## src/hdl/bsed_pkg.sv

```systemverilog
// Shared types and constants of the backslash escape decoder.
package bsed_pkg;

    // Most bytes that one request can produce.
    localparam int OUT_MAX = 5;
    // Width of a burst byte count (0 to OUT_MAX).
    localparam int CNT_W = $clog2(OUT_MAX + 1);
    // Width of an index into the bytes of a burst.
    localparam int IDX_W = $clog2(OUT_MAX);
    // Entries of the queue between front and back; a power of two.
    localparam int QUEUE_DEPTH = 4;

    // One raw input request.
    typedef struct packed {
        logic [7:0] in_byte;
        logic       end_of_string;
    } t_in_item;

    // One decoded output byte.
    typedef struct packed {
        logic [7:0] out_byte;
        logic       run_last;
    } t_out_item;

    // All bytes that one request produces, oldest in entry 0.
    typedef struct packed {
        logic [OUT_MAX-1:0][7:0] bytes;
        logic [CNT_W-1:0]        count;
    } t_burst;

endpackage

```

## src/hdl/bsed_front.sv

```systemverilog
// Front end: parses one raw byte per cycle while input is accepted and builds the burst of bytes it produces.
module bsed_front (
    input  logic              i_clk,
    input  logic              i_rst_n,
    input  logic              i_accept,
    input  bsed_pkg::t_in_item i_item,
    output bsed_pkg::t_burst  o_burst,
    output logic              o_has
);

    // Parser state codes.
    localparam logic [3:0] MODE_PLAIN  = 4'd0;
    localparam logic [3:0] MODE_BSL    = 4'd1;
    localparam logic [3:0] MODE_OPEN   = 4'd2;
    localparam logic [3:0] MODE_DIGITS = 4'd3;
    localparam logic [3:0] MODE_CLOSE  = 4'd4;
    localparam logic [3:0] MODE_LA0    = 4'd5;
    localparam logic [3:0] MODE_LA1    = 4'd6;
    localparam logic [3:0] MODE_LA2    = 4'd7;
    localparam logic [3:0] MODE_LA3    = 4'd8;
    localparam logic [3:0] MODE_LOW    = 4'd9;

    // Character codes.
    localparam logic [7:0] CHR_NUL    = 8'h00;
    localparam logic [7:0] CHR_BSL    = 8'h5C;
    localparam logic [7:0] CHR_LBRACE = 8'h7B;
    localparam logic [7:0] CHR_RBRACE = 8'h7D;
    localparam logic [7:0] CHR_QMARK  = 8'h3F;
    localparam logic [7:0] CHR_LC_B   = 8'h62;
    localparam logic [7:0] CHR_LC_E   = 8'h65;
    localparam logic [7:0] CHR_LC_F   = 8'h66;
    localparam logic [7:0] CHR_LC_N   = 8'h6E;
    localparam logic [7:0] CHR_LC_R   = 8'h72;
    localparam logic [7:0] CHR_LC_T   = 8'h74;
    localparam logic [7:0] CHR_LC_X   = 8'h78;
    localparam logic [7:0] CHR_LC_U   = 8'h75;
    localparam logic [7:0] CHR_UC_U   = 8'h55;
    localparam logic [7:0] CHR_LC_D   = 8'h64;
    localparam logic [7:0] CHR_UC_D   = 8'h44;
    localparam logic [7:0] CHR_BS     = 8'h08;
    localparam logic [7:0] CHR_ESC    = 8'h1B;
    localparam logic [7:0] CHR_FF     = 8'h0C;
    localparam logic [7:0] CHR_LF     = 8'h0A;
    localparam logic [7:0] CHR_CR     = 8'h0D;
    localparam logic [7:0] CHR_TAB    = 8'h09;

    // Upper 22 bits of a high surrogate (0xD800 to 0xDBFF).
    localparam logic [21:0] HIGH_TOP = 22'h36;

    // Up to four bytes of one piece of output.
    typedef struct packed {
        logic [3:0][7:0] b;
        logic [2:0]      n;
    } t_chunk;

    // Bytes collected so far for the current request.
    typedef struct packed {
        logic [bsed_pkg::OUT_MAX-1:0][7:0] b;
        logic [3:0]                        n;
    } t_acc;

    // Hex digit value with a valid flag on top.
    function automatic logic [4:0] hex_of(input logic [7:0] c);
        logic [4:0] r;
        r = '0;
        if (c >= 8'h30 && c <= 8'h39) begin
            r = {1'b1, c[3:0]};
        end else if ((c >= 8'h61 && c <= 8'h66) || (c >= 8'h41 && c <= 8'h46)) begin
            r = {1'b1, c[3:0] + 4'd9};
        end
        return r;
    endfunction

    // A chunk of a single byte.
    function automatic t_chunk one_byte(input logic [7:0] c);
        t_chunk r;
        r = '0;
        r.b[0] = c;
        r.n = 3'd1;
        return r;
    endfunction

    // UTF-8 encoding of a code point; surrogates and out-of-range values give '?'.
    function automatic t_chunk utf8_of(input logic [31:0] c);
        t_chunk r;
        r = '0;
        if (c < 32'h80) begin
            r.b[0] = c[7:0];
            r.n = 3'd1;
        end else if (c < 32'h800) begin
            r.b[0] = {3'b110, c[10:6]};
            r.b[1] = {2'b10, c[5:0]};
            r.n = 3'd2;
        end else if (c >= 32'hD800 && c <= 32'hDFFF) begin
            r.b[0] = CHR_QMARK;
            r.n = 3'd1;
        end else if (c < 32'h10000) begin
            r.b[0] = {4'b1110, c[15:12]};
            r.b[1] = {2'b10, c[11:6]};
            r.b[2] = {2'b10, c[5:0]};
            r.n = 3'd3;
        end else if (c <= 32'h10FFFF) begin
            r.b[0] = {5'b11110, c[20:18]};
            r.b[1] = {2'b10, c[17:12]};
            r.b[2] = {2'b10, c[11:6]};
            r.b[3] = {2'b10, c[5:0]};
            r.n = 3'd4;
        end else begin
            r.b[0] = CHR_QMARK;
            r.n = 3'd1;
        end
        return r;
    endfunction

    // Appends a chunk behind the bytes already collected; overflow is dropped.
    function automatic t_acc add_chunk(input t_acc a, input t_chunk c);
        t_acc       r;
        logic [3:0] off;
        r = a;
        for (int p = 0; p < bsed_pkg::OUT_MAX; p++) begin
            off = 4'(p) - a.n;
            if (4'(p) >= a.n && off < 4'(c.n)) begin
                r.b[p] = c.b[off[1:0]];
            end
        end
        r.n = a.n + 4'(c.n);
        return r;
    endfunction

    logic [3:0]  r_mode, n_mode;
    logic [3:0]  r_digits, n_digits;
    logic [31:0] r_accum, n_accum;
    logic        r_brace, n_brace;
    logic [9:0]  r_high, n_high;

    logic [7:0]  in_b;
    logic [4:0]  hx;
    logic        hv;
    logic [3:0]  hd;
    logic        pre_q;
    logic        c_emit;
    logic        d_emit;
    logic        e_emit;
    logic        d_byte_v;
    logic [7:0]  d_byte;
    logic        go_d;
    logic [31:0] emit_val;
    logic [3:0]  dl_dec;
    t_chunk      e_fix;
    t_chunk      code_bytes;
    t_acc        acc;

    assign in_b = i_item.in_byte;
    assign hx   = hex_of(in_b);
    assign hv   = hx[4];
    assign hd   = hx[3:0];

    // Parse the request byte and work out the next state and the bytes produced.
    always_comb begin
        n_mode   = r_mode;
        n_digits = r_digits;
        n_accum  = r_accum;
        n_brace  = r_brace;
        n_high   = r_high;
        pre_q    = 1'b0;
        c_emit   = 1'b0;
        d_emit   = 1'b0;
        e_emit   = 1'b0;
        d_byte_v = 1'b0;
        d_byte   = CHR_NUL;
        go_d     = 1'b1;
        emit_val = '0;
        e_fix    = '0;
        dl_dec   = '0;

        // A failed surrogate lookahead gives '?' and replays the held bytes.
        unique case (n_mode)
            MODE_LA0: begin
                if (in_b != CHR_BSL) begin
                    pre_q  = 1'b1;
                    n_mode = MODE_PLAIN;
                end
            end
            MODE_LA1: begin
                if (in_b != CHR_LC_U) begin
                    pre_q  = 1'b1;
                    n_mode = MODE_BSL;
                end
            end
            MODE_LA2: begin
                if (in_b != CHR_LC_D && in_b != CHR_UC_D) begin
                    pre_q    = 1'b1;
                    n_mode   = MODE_OPEN;
                    n_digits = 4'd4;
                    n_accum  = '0;
                    n_brace  = 1'b0;
                end
            end
            MODE_LA3: begin
                if (!(hv && hd >= 4'hC)) begin
                    pre_q    = 1'b1;
                    n_mode   = MODE_DIGITS;
                    n_digits = 4'd3;
                    n_accum  = 32'hD;
                    n_brace  = 1'b0;
                end
            end
            MODE_LOW: begin
                if (!hv) begin
                    pre_q  = 1'b1;
                    n_mode = MODE_PLAIN;
                end
            end
            default: begin
            end
        endcase

        // Without an opening brace the byte is already the first digit.
        if (n_mode == MODE_OPEN && in_b != CHR_LBRACE) begin
            n_mode = MODE_DIGITS;
        end

        // A byte that is not a digit ends the code.
        if ((n_mode == MODE_DIGITS && !hv) || n_mode == MODE_CLOSE) begin
            if (n_brace && in_b == CHR_RBRACE) begin
                go_d = 1'b0;
                if (n_accum[31:10] == HIGH_TOP) begin
                    n_high = n_accum[9:0];
                    n_mode = MODE_LA0;
                end else begin
                    c_emit   = 1'b1;
                    emit_val = n_accum;
                    n_mode   = MODE_PLAIN;
                end
            end else if (n_accum[31:10] == HIGH_TOP && in_b == CHR_BSL) begin
                go_d   = 1'b0;
                n_high = n_accum[9:0];
                n_mode = MODE_LA1;
            end else begin
                c_emit   = 1'b1;
                emit_val = n_accum;
                n_mode   = MODE_PLAIN;
            end
        end

        // Regular handling of the byte in the state reached so far.
        if (go_d) begin
            dl_dec = (n_digits != 4'd0) ? n_digits - 4'd1 : n_digits;
            unique case (n_mode)
                MODE_BSL: begin
                    n_mode  = MODE_PLAIN;
                    n_accum = '0;
                    n_brace = 1'b0;
                    unique case (in_b)
                        CHR_NUL: begin
                        end
                        CHR_LC_B: begin
                            d_byte_v = 1'b1;
                            d_byte   = CHR_BS;
                        end
                        CHR_LC_E: begin
                            d_byte_v = 1'b1;
                            d_byte   = CHR_ESC;
                        end
                        CHR_LC_F: begin
                            d_byte_v = 1'b1;
                            d_byte   = CHR_FF;
                        end
                        CHR_LC_N: begin
                            d_byte_v = 1'b1;
                            d_byte   = CHR_LF;
                        end
                        CHR_LC_R: begin
                            d_byte_v = 1'b1;
                            d_byte   = CHR_CR;
                        end
                        CHR_LC_T: begin
                            d_byte_v = 1'b1;
                            d_byte   = CHR_TAB;
                        end
                        CHR_LC_X: begin
                            n_mode   = MODE_OPEN;
                            n_digits = 4'd2;
                        end
                        CHR_LC_U: begin
                            n_mode   = MODE_OPEN;
                            n_digits = 4'd4;
                        end
                        CHR_UC_U: begin
                            n_mode   = MODE_OPEN;
                            n_digits = 4'd8;
                        end
                        default: begin
                            d_byte_v = 1'b1;
                            d_byte   = in_b;
                        end
                    endcase
                end
                MODE_OPEN: begin
                    n_brace  = 1'b1;
                    n_digits = 4'd8;
                    n_mode   = MODE_DIGITS;
                end
                MODE_DIGITS: begin
                    n_accum  = {n_accum[27:0], hd};
                    n_digits = dl_dec;
                    if (dl_dec == 4'd0) begin
                        if (n_brace) begin
                            n_mode = MODE_CLOSE;
                        end else if (n_accum[31:10] == HIGH_TOP) begin
                            n_high = n_accum[9:0];
                            n_mode = MODE_LA0;
                        end else begin
                            d_emit   = 1'b1;
                            emit_val = n_accum;
                            n_mode   = MODE_PLAIN;
                        end
                    end
                end
                MODE_CLOSE: begin
                end
                MODE_LA0: begin
                    n_mode = MODE_LA1;
                end
                MODE_LA1: begin
                    n_mode = MODE_LA2;
                end
                MODE_LA2: begin
                    n_mode = MODE_LA3;
                end
                MODE_LA3: begin
                    n_accum  = {24'h0, 4'hD, hd};
                    n_digits = 4'd2;
                    n_mode   = MODE_LOW;
                end
                MODE_LOW: begin
                    n_accum  = {n_accum[27:0], hd};
                    n_digits = dl_dec;
                    if (dl_dec == 4'd0) begin
                        d_emit   = 1'b1;
                        emit_val = 32'h0001_0000 + {12'h0, n_high, n_accum[9:0]};
                        n_mode   = MODE_PLAIN;
                    end
                end
                default: begin
                    if (in_b == CHR_BSL) begin
                        n_mode = MODE_BSL;
                    end else begin
                        d_byte_v = 1'b1;
                        d_byte   = in_b;
                        n_mode   = MODE_PLAIN;
                    end
                end
            endcase
        end

        // End of string: settle whatever is still pending.
        if (i_item.end_of_string) begin
            unique case (n_mode) inside
                MODE_OPEN: begin
                    e_emit   = 1'b1;
                    emit_val = '0;
                end
                MODE_DIGITS, MODE_CLOSE: begin
                    e_emit   = 1'b1;
                    emit_val = n_accum;
                end
                MODE_LA0, MODE_LA1, MODE_LOW: begin
                    e_fix = one_byte(CHR_QMARK);
                end
                MODE_LA2: begin
                    e_fix.b[0] = CHR_QMARK;
                    e_fix.b[1] = CHR_NUL;
                    e_fix.n    = 3'd2;
                end
                MODE_LA3: begin
                    e_fix.b[0] = CHR_QMARK;
                    e_fix.b[1] = CHR_CR;
                    e_fix.n    = 3'd2;
                end
                default: begin
                end
            endcase
            n_mode = MODE_PLAIN;
        end

        // At most one code point is encoded per request.
        code_bytes = utf8_of(emit_val);

        // Collect the pieces in output order.
        acc = '0;
        if (pre_q) begin
            acc = add_chunk(acc, one_byte(CHR_QMARK));
        end
        if (c_emit) begin
            acc = add_chunk(acc, code_bytes);
        end
        if (d_byte_v) begin
            acc = add_chunk(acc, one_byte(d_byte));
        end
        if (d_emit) begin
            acc = add_chunk(acc, code_bytes);
        end
        acc = add_chunk(acc, e_fix);
        if (e_emit) begin
            acc = add_chunk(acc, code_bytes);
        end
    end

    // Burst handed to the queue; the count saturates at the burst size.
    always_comb begin
        o_burst.bytes = acc.b;
        if (acc.n > 4'(bsed_pkg::OUT_MAX)) begin
            o_burst.count = bsed_pkg::CNT_W'(bsed_pkg::OUT_MAX);
        end else begin
            o_burst.count = bsed_pkg::CNT_W'(acc.n);
        end
    end

    assign o_has = (acc.n != 4'd0);

    // Parser state registers.
    always_ff @(posedge i_clk) begin
        if (!i_rst_n) begin
            r_mode   <= MODE_PLAIN;
            r_digits <= '0;
            r_accum  <= '0;
            r_brace  <= 1'b0;
            r_high   <= '0;
        end else if (i_accept) begin
            r_mode   <= n_mode;
            r_digits <= n_digits;
            r_accum  <= n_accum;
            r_brace  <= n_brace;
            r_high   <= n_high;
        end
    end

endmodule

```

## src/hdl/bsed_queue.sv

```systemverilog
// Short queue of bursts between the parser front end and the byte back end.
module bsed_queue (
    input  logic             i_clk,
    input  logic             i_rst_n,
    input  logic             i_push,
    input  bsed_pkg::t_burst i_data,
    output logic             o_full,
    input  logic             i_pop,
    output bsed_pkg::t_burst o_data,
    output logic             o_empty
);

    localparam int PTR_W = $clog2(bsed_pkg::QUEUE_DEPTH);

    bsed_pkg::t_burst r_mem [bsed_pkg::QUEUE_DEPTH];
    logic [PTR_W-1:0] r_wr_ptr;
    logic [PTR_W-1:0] r_rd_ptr;
    logic [PTR_W:0]   r_count;
    logic             do_push;
    logic             do_pop;

    assign o_full  = (r_count == (PTR_W + 1)'(bsed_pkg::QUEUE_DEPTH));
    assign o_empty = (r_count == '0);
    assign o_data  = r_mem[r_rd_ptr];
    assign do_push = i_push && !o_full;
    assign do_pop  = i_pop && !o_empty;

    // Storage is written at the tail; pointers wrap with the power-of-two depth.
    always_ff @(posedge i_clk) begin
        if (do_push) begin
            r_mem[r_wr_ptr] <= i_data;
        end
    end

    // Pointers and fill level.
    always_ff @(posedge i_clk) begin
        if (!i_rst_n) begin
            r_wr_ptr <= '0;
            r_rd_ptr <= '0;
            r_count  <= '0;
        end else begin
            if (do_push) begin
                r_wr_ptr <= r_wr_ptr + PTR_W'(1);
            end
            if (do_pop) begin
                r_rd_ptr <= r_rd_ptr + PTR_W'(1);
            end
            if (do_push && !do_pop) begin
                r_count <= r_count + (PTR_W + 1)'(1);
            end else if (do_pop && !do_push) begin
                r_count <= r_count - (PTR_W + 1)'(1);
            end
        end
    end

endmodule

```

## src/hdl/bsed_back.sv

```systemverilog
// Back end: hands out the bytes of one burst at a time, one byte per cycle while popped.
module bsed_back (
    input  logic                i_clk,
    input  logic                i_rst_n,
    input  logic                i_avail,
    input  bsed_pkg::t_burst    i_burst,
    output logic                o_take,
    output bsed_pkg::t_out_item o_item,
    output logic                o_empty,
    input  logic                i_pop
);

    bsed_pkg::t_burst             r_burst;
    logic [bsed_pkg::IDX_W-1:0]   r_idx;
    logic                         r_valid;
    logic                         last;
    logic                         popped;

    assign last   = (r_idx == bsed_pkg::IDX_W'(r_burst.count - bsed_pkg::CNT_W'(1)));
    assign popped = i_pop && r_valid;
    assign o_take = i_avail && (!r_valid || (popped && last));

    assign o_empty         = !r_valid;
    assign o_item.out_byte = r_burst.bytes[r_idx];
    assign o_item.run_last = last;

    // Load the next burst when the current one is done, else step through it.
    always_ff @(posedge i_clk) begin
        if (!i_rst_n) begin
            r_valid <= 1'b0;
            r_idx   <= '0;
        end else if (o_take) begin
            r_valid <= 1'b1;
            r_idx   <= '0;
        end else if (popped) begin
            if (last) begin
                r_valid <= 1'b0;
            end else begin
                r_idx <= r_idx + bsed_pkg::IDX_W'(1);
            end
        end
    end

    // Burst payload.
    always_ff @(posedge i_clk) begin
        if (o_take) begin
            r_burst <= i_burst;
        end
    end

endmodule

```

## src/hdl/backslash_escape_decoder_unit.sv

```systemverilog
// Top level of the backslash escape decoder.
// Usage: raw string bytes enter as requests on the input queue port (push, full);
// a request is taken at a clock edge with push high and full low. Each request
// carries one byte and an end-of-string flag. Decoded bytes leave on the output
// queue port (empty, pop): the oldest byte is shown while empty is low and is
// taken at a clock edge with pop high. run_last marks the last byte that one
// request produced; a request may produce no byte at all, or up to five.
// The burst of a taken request is written into the burst queue and then loaded
// into the back end register, whose first byte is then shown. Throughput: one
// request per cycle while the four-entry burst queue has room; the back end sends
// one byte per cycle while pop is high, so the queue can fill during multi-byte
// runs. A receiver that stalls lets the queue fill, after which full rises and
// input stops; nothing is lost. Reset (synchronous, active low) empties the
// queue and the output stage and returns the parser to plain copy mode.
module backslash_escape_decoder_unit (
    input  logic                i_clk,
    input  logic                i_rst_n,
    input  logic                push,
    output logic                full,
    input  bsed_pkg::t_in_item  i_in_item,
    output logic                empty,
    input  logic                pop,
    output bsed_pkg::t_out_item o_out_item
);

    logic             accept;
    logic             front_has;
    logic             q_empty;
    logic             q_pop;
    bsed_pkg::t_burst front_burst;
    bsed_pkg::t_burst q_burst;

    assign accept = push && !full;

    // Parser front end.
    bsed_front u_front (
        .i_clk   (i_clk),
        .i_rst_n (i_rst_n),
        .i_accept(accept),
        .i_item  (i_in_item),
        .o_burst (front_burst),
        .o_has   (front_has)
    );

    // Burst queue; requests that produce nothing are not stored.
    bsed_queue u_queue (
        .i_clk  (i_clk),
        .i_rst_n(i_rst_n),
        .i_push (accept && front_has),
        .i_data (front_burst),
        .o_full (full),
        .i_pop  (q_pop),
        .o_data (q_burst),
        .o_empty(q_empty)
    );

    // Byte output back end.
    bsed_back u_back (
        .i_clk  (i_clk),
        .i_rst_n(i_rst_n),
        .i_avail(!q_empty),
        .i_burst(q_burst),
        .o_take (q_pop),
        .o_item (o_out_item),
        .o_empty(empty),
        .i_pop  (pop)
    );

endmodule

```

## config.mk

```make
export PLATFORM = sky130hd
export DESIGN_NAME = backslash_escape_decoder_unit
export DESIGN_NICKNAME = d
export VERILOG_FILES = /design/src/hdl/bsed_pkg.sv /design/src/hdl/bsed_front.sv /design/src/hdl/bsed_queue.sv /design/src/hdl/bsed_back.sv /design/src/hdl/backslash_escape_decoder_unit.sv
export SDC_FILE = /design/constraint.sdc
export NUM_CORES = 1
export LEC_CHECK = 0
export ABC_AREA = 1
export ABC_CLOCK_PERIOD_IN_PS = 13100
export BUFFER_PORTS_ARGS = -buffer_cell sky130_fd_sc_hd__buf_4
export CAP_MARGIN = 0
export CORE_ASPECT_RATIO = 1.4
export CORE_MARGIN = 1
export CORE_UTILIZATION = 42
export CTS_BUF_LIST = sky130_fd_sc_hd__clkbuf_8
export CTS_CLUSTER_SIZE = 16
export DETAILED_ROUTE_END_ITERATION = 8
export SETUP_SLACK_MARGIN = 0.02
export SLEW_MARGIN = 20
export SYNTH_ARGS = -nofsm -noshare
export SYNTH_HDL_FRONTEND = slang
export SYNTH_SLANG_ARGS = --single-unit
export TNS_END_PERCENT = 50
```

## constraint.sdc

```tcl
create_clock -name i_clk -period 13.1 [get_ports i_clk]
set_input_delay 0.655 -clock i_clk [delete_from_list [all_inputs] [get_ports i_clk]]
set_output_delay 0.655 -clock i_clk [all_outputs]
set_load 0.03 [all_outputs]
```

==> results of run 1 <==
## final cells by class
type                       instances  area, um^2
sequential                       277        7699
fill                            4791       24660
antenna                            1       2.502
clock buffer                      47       646.9
inverter                         370        1398
tap                              617       772.0
clock inverter                    29       264.0
timing repair buffer              72       590.6
multi-input combinational       1937       10280
## power by group through the flow
stage | clock network (uW) | logic, uW | registers, uW
2_1_floorplan | 0 | 551 | 1200
3_3_place_gp | 0 | 833 | 1250
3_5_place_dp | 0 | 844 | 1250
4_1_cts | 806 | 845 | 1230
5_1_grt | 840 | 926 | 1240
6_report | 791 | 852 | 1240
## logic make-up after synthesis
kind of cell / share of synthesized area, %
simple gates: 27.84
compound gates: 17.78
buf+inv: 9.445
flops: 38.87
fa+ha+maj: 5.383
xor+xnor: 0.5307
mux: 0.1516
## worst paths after layout
kind,startpoint,end,slack (ns),depth (start not counted)
worst min register to register,u_front.r_high[9],u_front.r_high[9],0.46,2
worst max-delay path,i_in_item[1],u_queue.r_mem[0][21],1.31,54
worst max register to register,u_front.r_mode[1],u_queue.r_mem[0][21],1.48,56
worst min-delay path,i_rst_n,u_queue.r_wr_ptr[0],0.41,3
## per-stage QoR
step | util, % | area, um^2 | worst slack [ns]
finish | 46.76 | 21660 | 1.306
global route | 46.76 | 21660 | 0.4986
CTS | 46.76 | 21650 | 1.479
detailed placement | 44.79 | 20740 | 0.8410
global placement | 44.78 | 20740 | 0.9183
floorplan | - | 19810 | 1.161
## worst max-delay path: cells and delay by family
kind                       cells  cell delay [ns]
and+or+nand+nor               27             4.87
adders and majority gates      7             2.28
buffers and inverters         12             1.84
AOI/OAI and AO/OA              8             2.42
## synthesized netlist by cell type (all sizes together) (6+ instances only)
| cell type | instances |
|---|---|
| nand2 | 611 |
| clkbuf | 75 |
| o21ai | 284 |
| clkinv | 8 |
| fa | 7 |
| nor3 | 20 |
| o22ai | 73 |
| a221oi | 10 |
| inv | 362 |
| o211ai | 35 |
| a211oi | 9 |
| buf | 30 |
| nor4 | 8 |
| edfxtp | 215 |
| a31oi | 11 |
| nand4 | 42 |
| or2 | 6 |
| ha | 74 |
| xor2 | 9 |
| nand3 | 207 |
| a21oi | 142 |
| a22oi | 8 |
| nor2 | 329 |
| dfxtp | 62 |
| a221o | 8 |
## routing by layer
| metal | up-vias | wire length [um] | track usage [%] |
|---|---|---|---|
| li1 | 9105 | - | - |
| met1 | 9362 | 28990 | 35.32 |
| met2 | 766 | 43460 | 64.17 |
| met4 | 0 | 8435 | 31.11 |
| met3 | 297 | 3784 | 4.223 |
| met5 | - | 0 | 0 |
## flip-flops by register name (all words and copies together) (netlist names)
signal	flops
u_back.r_burst	43
u_back.r_idx	3
u_back.r_valid	1
u_front.r_accum	32
u_front.r_brace	1
u_front.r_digits	4
u_front.r_high	10
u_front.r_mode	4
u_queue.r_count	3
u_queue.r_mem	172
u_queue.r_rd_ptr	2
u_queue.r_wr_ptr	2
==> parameters.txt, run 1 <==
Parameter                              Value

Outcome
  Run status    complete, no violations

Clocking
  CTS max path bufs    3
  Clock Pin Slew Worst Setup and Hold Paths    0.07 ns
  Number of setup buffers added after CTS    0
  Post-CTS sizing    0
  CTS buffer count    46
  Clock tree root driver cell    clkbuf_8
  Hold bufs inserted after CTS    0
  Clock latency on the worst-skew pair    0.68 ns
  Clock sink count    277
  CTS tree    built
  Number of H-tree levels    2

Timing
  Max Clock Freq    84.79 MHz
  Final setup violating endpoints    0
  Slew Limit Headroom    23.79%
  Final count of hold timing violations    0
  Setup total negative slack    0 ns
  Final min period    11.79 ns
  WHS    0.4129 ns
  Worst-Margin Slew    1.143 ns
  Number of slew-limit violations in the final report    0
  Final period utilization    90.03%
  Final worst clock skew    0.07322 ns
  RSZ-0062 raised after global routing    no

Power and ir drop
  Combinational share of power    29.6%
  Net switching fraction of the power    37.57%
  Largest voltage drop on the vdd net    0.1208 mV
  Leak Pwr    0.009556 uW
  Power dissipated by switching net loads    1081 uW
  Power share of the clock group    27.5%
  Total Power Consumption    2877 uW
  Internal power component    1796 uW
  Cell Pwr Density    132.9 nW/um^2
  Share of power burned in registers    42.9%

Setup path
  Worst Path Class, Setup    in2reg
  CP Max Fanout    23
  Startpoint class of the critical path    input port
  Worst endpoint required time    13.47 ns
  CP max stage delay    0.55 ns
  Library cell appearing most often on the critical path    nand2_1
  Critical path's slowest cell    o21ai_0
  Arrival time at the worst endpoint    12.16 ns
  Worst Setup End Kind    flop

Route
  Overall via count from detail_route    19530
  Total routed wirelength    84.68 mm
  Number of nets still failing antenna checks after routing    0
  Iteration count of the initial detailed-routing pass    6
  DR vias/cell    5.830
  Number of DRC violations after detailed routing    0
  First DRT Iteration DRCs    1356
  WL per Instance    25.28 um

Global route
  Overall fraction of global-route tracks in use    35.41%
  Initial antenna violation count    2
  Maximum number of pins on one net before global-route repair    89
  Total gr overflow    0
  Via count of the first global-routing pass    19117
  First-pass GRT wire length    122.4 mm

Logic synthesis
  Number of synthesis warnings    0
  Cell type with the largest total area after synthesis    edfxtp_1
  Mapped Area    19810 um^2
  Number of enable flip-flop cells after synthesis    215
  Total nets after synthesis    2783
  Fraction of synthesis flops using an asynchronous set or reset pin    0%
  Number of register bits inferred by synthesis    277
  Proportion of synthesized chip area in sequential cells    38.87%
  Count of different cell masters after synthesis    67
  Primary FF master, synth    edfxtp_1
  Portion of synthesized cell area occupied by the leading cell type    32.60%
  Number of instances in the synthesized netlist    2689
  Top post-synthesis cells by area    edfxtp_1, nand2_1, inv_1
  Mapped Avg Cell Area    7.365 um^2

Die
  Starting density of the core    42.76%
  Horizontal extent of the die    185.5 um
  I/O pins    24
  Area of the die    48040 um^2
  Placeable Area    46310 um^2
  Row cnt    93
  Die Span Y    258.9 um

Final layout
  Commonest cells after routing, fill and taps aside    nand2_1, inv_1, nor2_1
  Share of layout cells above drive strength 1    10.07%
  Number of non-filler instances in the completed layout    3350
  Nets    2798
  Most frequent standard cell in the layout excluding fill and tap cells    nand2_1
  Area delta synth->final    9.344%

Placement
  HPWL after DPL    65.02 mm
  Weighted congestion at the end of routability-driven global placement    1.026
  Number of buffers added on ports    23
  Placed Cells    3273

Worst hold path
  HP Class    in2reg

Job
  Max-cap violations    0
Power figures use the tool's default switching activity.
==> run 2, diff against run 1 <==
- CTS_BUF_LIST: sky130_fd_sc_hd__clkbuf_8 -> sky130_fd_sc_hd__clkbuf_2 sky130_fd_sc_hd__clkbuf_4 sky130_fd_sc_hd__clkbuf_8
==> parameters.txt, run 2 (synthesized netlist as in run 1, its figures left out) <==
Parameter                              Value

Final layout
  Commonest cells after routing, fill and taps aside    nand2_1, inv_1, nor2_1
  Largest registers in the final layout    u_queue.r_mem (172), u_back.r_burst (43), u_front.r_accum (32)
  Area delta synth->final    9.571%
  Largest register FFs    172 (unchanged)
  Final-layout fill cell count    4784 (-0.15%)
  Share of layout cells above drive strength 1    10.51% (+0.44 points)
  Largest register by flop count    u_queue.r_mem
  Most frequent standard cell in the layout excluding fill and tap cells    nand2_1
  Nets    2798 (unchanged)
  Area of all placed cells without fillers    21700 um^2 (+0.21%)

Setup path
  Critical path's slowest cell    o21ai_0
  CP max stage delay    0.56 ns (about the same)
  Worst endpoint required time    13.47 ns (about the same)
  Critical path's top delay family    simple AND/OR/NAND/NOR gates
  Arrival time at the worst endpoint    12.16 ns (about the same)
  Startpoint class of the critical path    input port
  Worst Path Class, Setup    in2reg
  CP Max Fanout    23 (unchanged)
  Stages on the worst setup path    52 (-3.7%)
  Library cell appearing most often on the critical path    nand2_1
  Worst Setup End Kind    flop
  Worst-case reg-to-reg path depth    54 (-3.6%)
  Buffers plus inverters on the worst setup path    12 (unchanged)

Global route
  Initial antenna violation count    2 (unchanged)
  First-pass GRT wire length    122.5 mm (about the same)
  Via count of the first global-routing pass    19086 (-0.16%)
  Total gr overflow    0 (unchanged)
  Maximum number of pins on one net before global-route repair    89 (unchanged)
  Overall fraction of global-route tracks in use    35.43% (about the same)

Timing
  Setup total negative slack    0 ns (unchanged)
  Final setup violating endpoints    0 (unchanged)
  Final worst clock skew    0.07155 ns (-0.001672 ns)
  Final period utilization    90.02% (about the same)
  RSZ-0062 raised after global routing    no
  Slew Limit Headroom    26.22% (+2.4 points)
  Final count of hold timing violations    0 (unchanged)
  Number of slew-limit violations in the final report    0 (unchanged)
  Worst-Margin Slew    1.107 ns (-0.03647 ns)
  Final setup margin    1.308 ns (+0.001330 ns)
  Final min period    11.79 ns (-0.001330 ns)
  Max Clock Freq    84.80 MHz (about the same)

Clocking
  CTS tree    built
  Clock sink count    277 (unchanged)
  CTS buffer count    46 (unchanged)
  CTS max path bufs    3 (unchanged)
  Clock latency on the worst-skew pair    0.68 ns (about the same)
  Clock Pin Slew Worst Setup and Hold Paths    0.07 ns (about the same)
  Number of setup buffers added after CTS    0 (unchanged)
  Clock tree root driver cell    clkbuf_8
  Hold bufs inserted after CTS    0 (unchanged)
  Post-CTS sizing    0 (unchanged)
  Number of H-tree levels    2 (unchanged)

Placement
  Weighted congestion at the end of routability-driven global placement    1.026 (unchanged)
  Number of buffers added on ports    23 (unchanged)
  Area after detailed placement    20740 um^2 (unchanged)
  HPWL after DPL    65.02 mm (unchanged)
  Placement-stage worst setup slack    0.8410 ns (unchanged)

Route
  Total routed wirelength    84.80 mm (+0.14%)
  Iteration count of the initial detailed-routing pass    7 (+1)
  Overall via count from detail_route    19476 (-0.28%)
  WL per Instance    25.31 um (+0.14%)
  DR vias/cell    5.814 (-0.28%)
  First DRT Iteration DRCs    1386 (+2.2%)
  Number of nets still failing antenna checks after routing    0 (unchanged)
  Number of DRC violations after detailed routing    0 (unchanged)

Die
  Area of the die    48040 um^2 (unchanged)
  Placeable Area    46310 um^2 (unchanged)
  Row cnt    93 (unchanged)
  I/O pins    24 (unchanged)
  Starting density of the core    42.76% (unchanged)
  Horizontal extent of the die    185.5 um (unchanged)
  Die Span Y    258.9 um (unchanged)

Power and ir drop
  Largest voltage drop on the vdd net    0.1208 mV (about the same)
  Cell Pwr Density    134.1 nW/um^2 (+0.90%)
  Leak Pwr    0.009547 uW (about the same)

Job
  Max-cap violations    0 (unchanged)

Worst hold path
  HP Class    in2reg
  Worst Hold Depth    3 (unchanged)

Outcome
  Run status    complete, no violations
-- run 2: cell types whose count changed in the layout (fill, tap and decap cells not counted) --
cell | previous run | this run
clkbuf_4 | 0 | 12
inv_1 | 341 | 329
-- run 2: metrics by stage --
step / util, % / hold slack, ns / instances / total power [uW]
final: 46.86 / 0.4123 / 3350 / 2909
after global routing: 46.86 / 0.4258 / 3350 / 3044
after CTS: 46.85 / 0.3679 / 3349 / 2914
after detailed placement: 44.79 / 0.4569 / 3273 / 2090
after global placement: 44.78 / 0.4533 / 3273 / 2078
after floorplan: - / 0.4453 / 2689 / 1749
-- run 2: metal layers --
layer	vias up	GRT usage (%)	wire length, um
li1	9106	-	-
met1	9343	35.38	29230
met2	721	64.35	43360
met3	306	4.223	3714
met4	0	30.74	8491
met5	-	0	0
-- run 2: where the power goes --
group	leakage (uW)	switching (uW)	internal (uW)
combinational	0.00639	619	233
clock	0.000496	372	451
sequential	0.00266	88.1	1150
-- run 2: path summary, 6_finish.rpt --
check | start | to | slack [ns]
worst max register to register | u_front.r_mode[1] | u_queue.r_mem[0][21] | 1.52
worst min-delay path | i_rst_n | u_queue.r_wr_ptr[0] | 0.41
worst max-delay path | i_in_item[1] | u_queue.r_mem[0][21] | 1.31
worst min register to register | u_front.r_high[9] | u_front.r_high[9] | 0.46
-- run 2: worst register-to-register path: cells and delay by family, from the launching register on --
family	cells	cell delay (ns)
compound gates	6	1.85
fa+ha+maj	6	2.04
buf+inv	12	1.85
flops	1	0.36
simple gates	30	5.15
-- run 2: final cells by class --
| cell class | instances | area, um^2 | area share [%] |
|---|---|---|---|
| Antenna cell | 1 | 2.502 | 0.01153 |
| Clock inverter | 17 | 219.0 | 1.009 |
| Tap cell | 617 | 772.0 | 3.557 |
| Clock buffer | 59 | 737.0 | 3.396 |
| Multi-Input combinational cell | 1937 | 10280 | 47.39 |
| Timing Repair Buffer | 72 | 590.6 | 2.721 |
| Inverter | 370 | 1398 | 6.440 |
| Sequential cell | 277 | 7699 | 35.48 |
==> run 3, diff against run 2 <==
- CORE_ASPECT_RATIO: 1.4 -> default
- RECOVER_POWER: default -> 100
==> parameters.txt, run 3 (synthesized netlist as in run 1, its figures left out) <==
Parameter                              Value

Outcome
  Run status    finished, violations left
  Violated checks    capacitance limit, slew limit

Setup path
  Library cell appearing most often on the critical path    nand2_1
  CP max stage delay    0.69 ns (+0.13 ns)
  Critical path's slowest cell    nor2_1
  Critical path's top delay family    simple AND/OR/NAND/NOR gates
  Launch instance of the worst register-to-register path    u_front.r_mode[2]
  Worst Setup End Kind    flop
  End of the worst register-to-register path    u_queue.r_mem[0][34]
  Worst endpoint required time    13.55 ns (+0.08 ns)
  Stages on the worst setup path    49 (-5.8%)
  Buffers plus inverters on the worst setup path    11 (-1)
  Startpoint class of the critical path    input port
  Worst reg-to-reg setup slack    1.38 ns (-0.14 ns)
  Worst Path Class, Setup    in2reg
  Arrival time at the worst endpoint    12.56 ns (+0.40 ns)
  Worst-case reg-to-reg path depth    48 (-11%)
  CP Max Fanout    23 (unchanged)

Timing
  Worst-Margin Slew    2.240 ns (+1.133 ns)
  Max Clock Freq    82.56 MHz (-2.6%)
  Final min period    12.11 ns (+0.3208 ns)
  Final worst clock skew    0.06004 ns (-0.01151 ns)
  Final count of hold timing violations    0 (unchanged)
  Number of slew-limit violations in the final report    136 (+136)
  Final period utilization    92.47% (+2.4 points)
  Slew Limit Headroom    -49.30% (-76 points)
  Setup total negative slack    0 ns (unchanged)
  Final setup violating endpoints    0 (unchanged)
  Final setup margin    0.9870 ns (-0.3208 ns)
  RSZ-0062 raised after global routing    no

Global route
  Initial antenna violation count    1 (-1)
  Total gr overflow    0 (unchanged)
  Via count of the first global-routing pass    17735 (-7.1%)
  Overall fraction of global-route tracks in use    31.37% (-4.1 points)
  Maximum number of pins on one net before global-route repair    88 (-1.1%)
  First-pass GRT wire length    112.3 mm (-8.3%)

Clocking
  Clock Pin Slew Worst Setup and Hold Paths    0.06 ns (about the same)
  CTS buffer count    46 (unchanged)
  Number of setup buffers added after CTS    0 (unchanged)
  Hold bufs inserted after CTS    0 (unchanged)
  Clock tree root driver cell    clkbuf_8
  Post-CTS sizing    0 (unchanged)
  Number of H-tree levels    2 (unchanged)
  CTS max path bufs    3 (unchanged)
  Clock latency on the worst-skew pair    0.62 ns (-0.06 ns)
  CTS tree    built
  Clock sink count    277 (unchanged)

Route
  Iteration count of the initial detailed-routing pass    6 (-1)
  Overall via count from detail_route    19335 (-0.72%)
  DR vias/cell    5.780 (-0.58%)
  Number of nets still failing antenna checks after routing    0 (unchanged)
  Number of DRC violations after detailed routing    0 (unchanged)
  Total routed wirelength    75.84 mm (-11%)
  First DRT Iteration DRCs    2116 (+53%)
  WL per Instance    22.67 um (-10%)

Worst hold path
  Hold Path Origin    i_rst_n
  Worst Hold Depth    3 (unchanged)
  Hold path endpoint    u_queue.r_count[2]
  HP Class    in2reg

Final layout
  Nets    2798 (unchanged)
  Largest register FFs    172 (unchanged)
  Largest register by flop count    u_queue.r_mem
  Share of layout cells above drive strength 1    9.386% (-1.1 points)
  Final-layout fill cell count    4677 (-2.2%)
  Most frequent standard cell in the layout excluding fill and tap cells    nand2_1
  Antenna Cells    0 (-1)
  Largest registers in the final layout    u_queue.r_mem (172), u_back.r_burst (43), u_front.r_accum (32)
  Area delta synth->final    8.788%
  Commonest cells after routing, fill and taps aside    nand2_1, inv_1, nor2_1

Job
  Max-cap violations    3 (+3)

Power and ir drop
  Cell Pwr Density    129.5 nW/um^2 (-3.4%)
  Largest voltage drop on the vdd net    0.2080 mV (+72%)
  Leak Pwr    0.009482 uW (-0.69%)

Die
  Placeable Area    46560 um^2 (+0.53%)
  I/O pins    24 (unchanged)
  Row cnt    79 (-15%)
  Horizontal extent of the die    219.2 um (+18%)
  Starting density of the core    42.54% (-0.22 points)
  Area of the die    48030 um^2 (about the same)
  Die Span Y    219.2 um (-15%)

Placement
  Placement-stage worst setup slack    0.9518 ns (+0.1107 ns)
  HPWL after DPL    57.00 mm (-12%)
  Number of buffers added on ports    23 (unchanged)
  Weighted congestion at the end of routability-driven global placement    0.9882 (-3.7%)
run 3: final cells by class:
class	count	area (um^2)	share of cell area (%)
Clock buffer	70	813.3	3.775
Clock inverter	12	96.34	0.4472
Inverter	370	1396	6.481
Multi-Input combinational cell	1937	10250	47.56
Sequential cell	277	7699	35.73
Tap cell	607	759.5	3.525
Timing Repair Buffer	72	535.5	2.485
run 3: how the worst max path moves through the flow:
stage,from,to,slack [ns]
finish,i_in_item[1],u_queue.r_mem[0][34],0.99
global route,i_in_item[1],u_queue.r_mem[0][34],0.29
CTS,i_in_item[1],u_queue.r_mem[0][34],1.55
detailed placement,i_in_item[1],u_queue.r_mem[3][34],0.95
global placement,i_in_item[1],u_queue.r_mem[2][34],0.80
floorplan,i_in_item[1],u_queue.r_mem[0][0],1.16
run 3: worst min-delay path, stage by stage:
cell and delay, ns:
buf_4 0.21, o21ai_0 0.11, a21oi_1 0.04
run 3: layer usage:
layer / share of wire [%] / GRT usage (%) / wire length (um)
met2: 45 / 49.34 / 34030
met5: 0.025 / 0 / 19
met1: 45 / 43.94 / 33890
met4: 3.3 / 11.06 / 2518
met3: 7.1 / 4.269 / 5379
run 3: through the flow:
step	area (um^2)	std cells	total power (uW)	hold slack (ns)	util, %
after floorplan	19810	2689	1749	0.4453	-
after global placement	20740	3263	2048	0.4525	44.54
after detailed placement	20740	3263	2055	0.4569	44.54
after CTS	21650	3345	2818	0.3999	46.50
after global routing	21550	3345	2939	0.4311	46.28
final	21550	3345	2791	0.4525	46.28
run 3: power by group:
part	total, uW	internal, uW	switching (uW)	leakage, uW
Clock	766	418	348	0.000497
Combinational	812	219	593	0.00633
Sequential	1210	1150	65.9	0.00266
Total	2790	1780	1010	0.00948
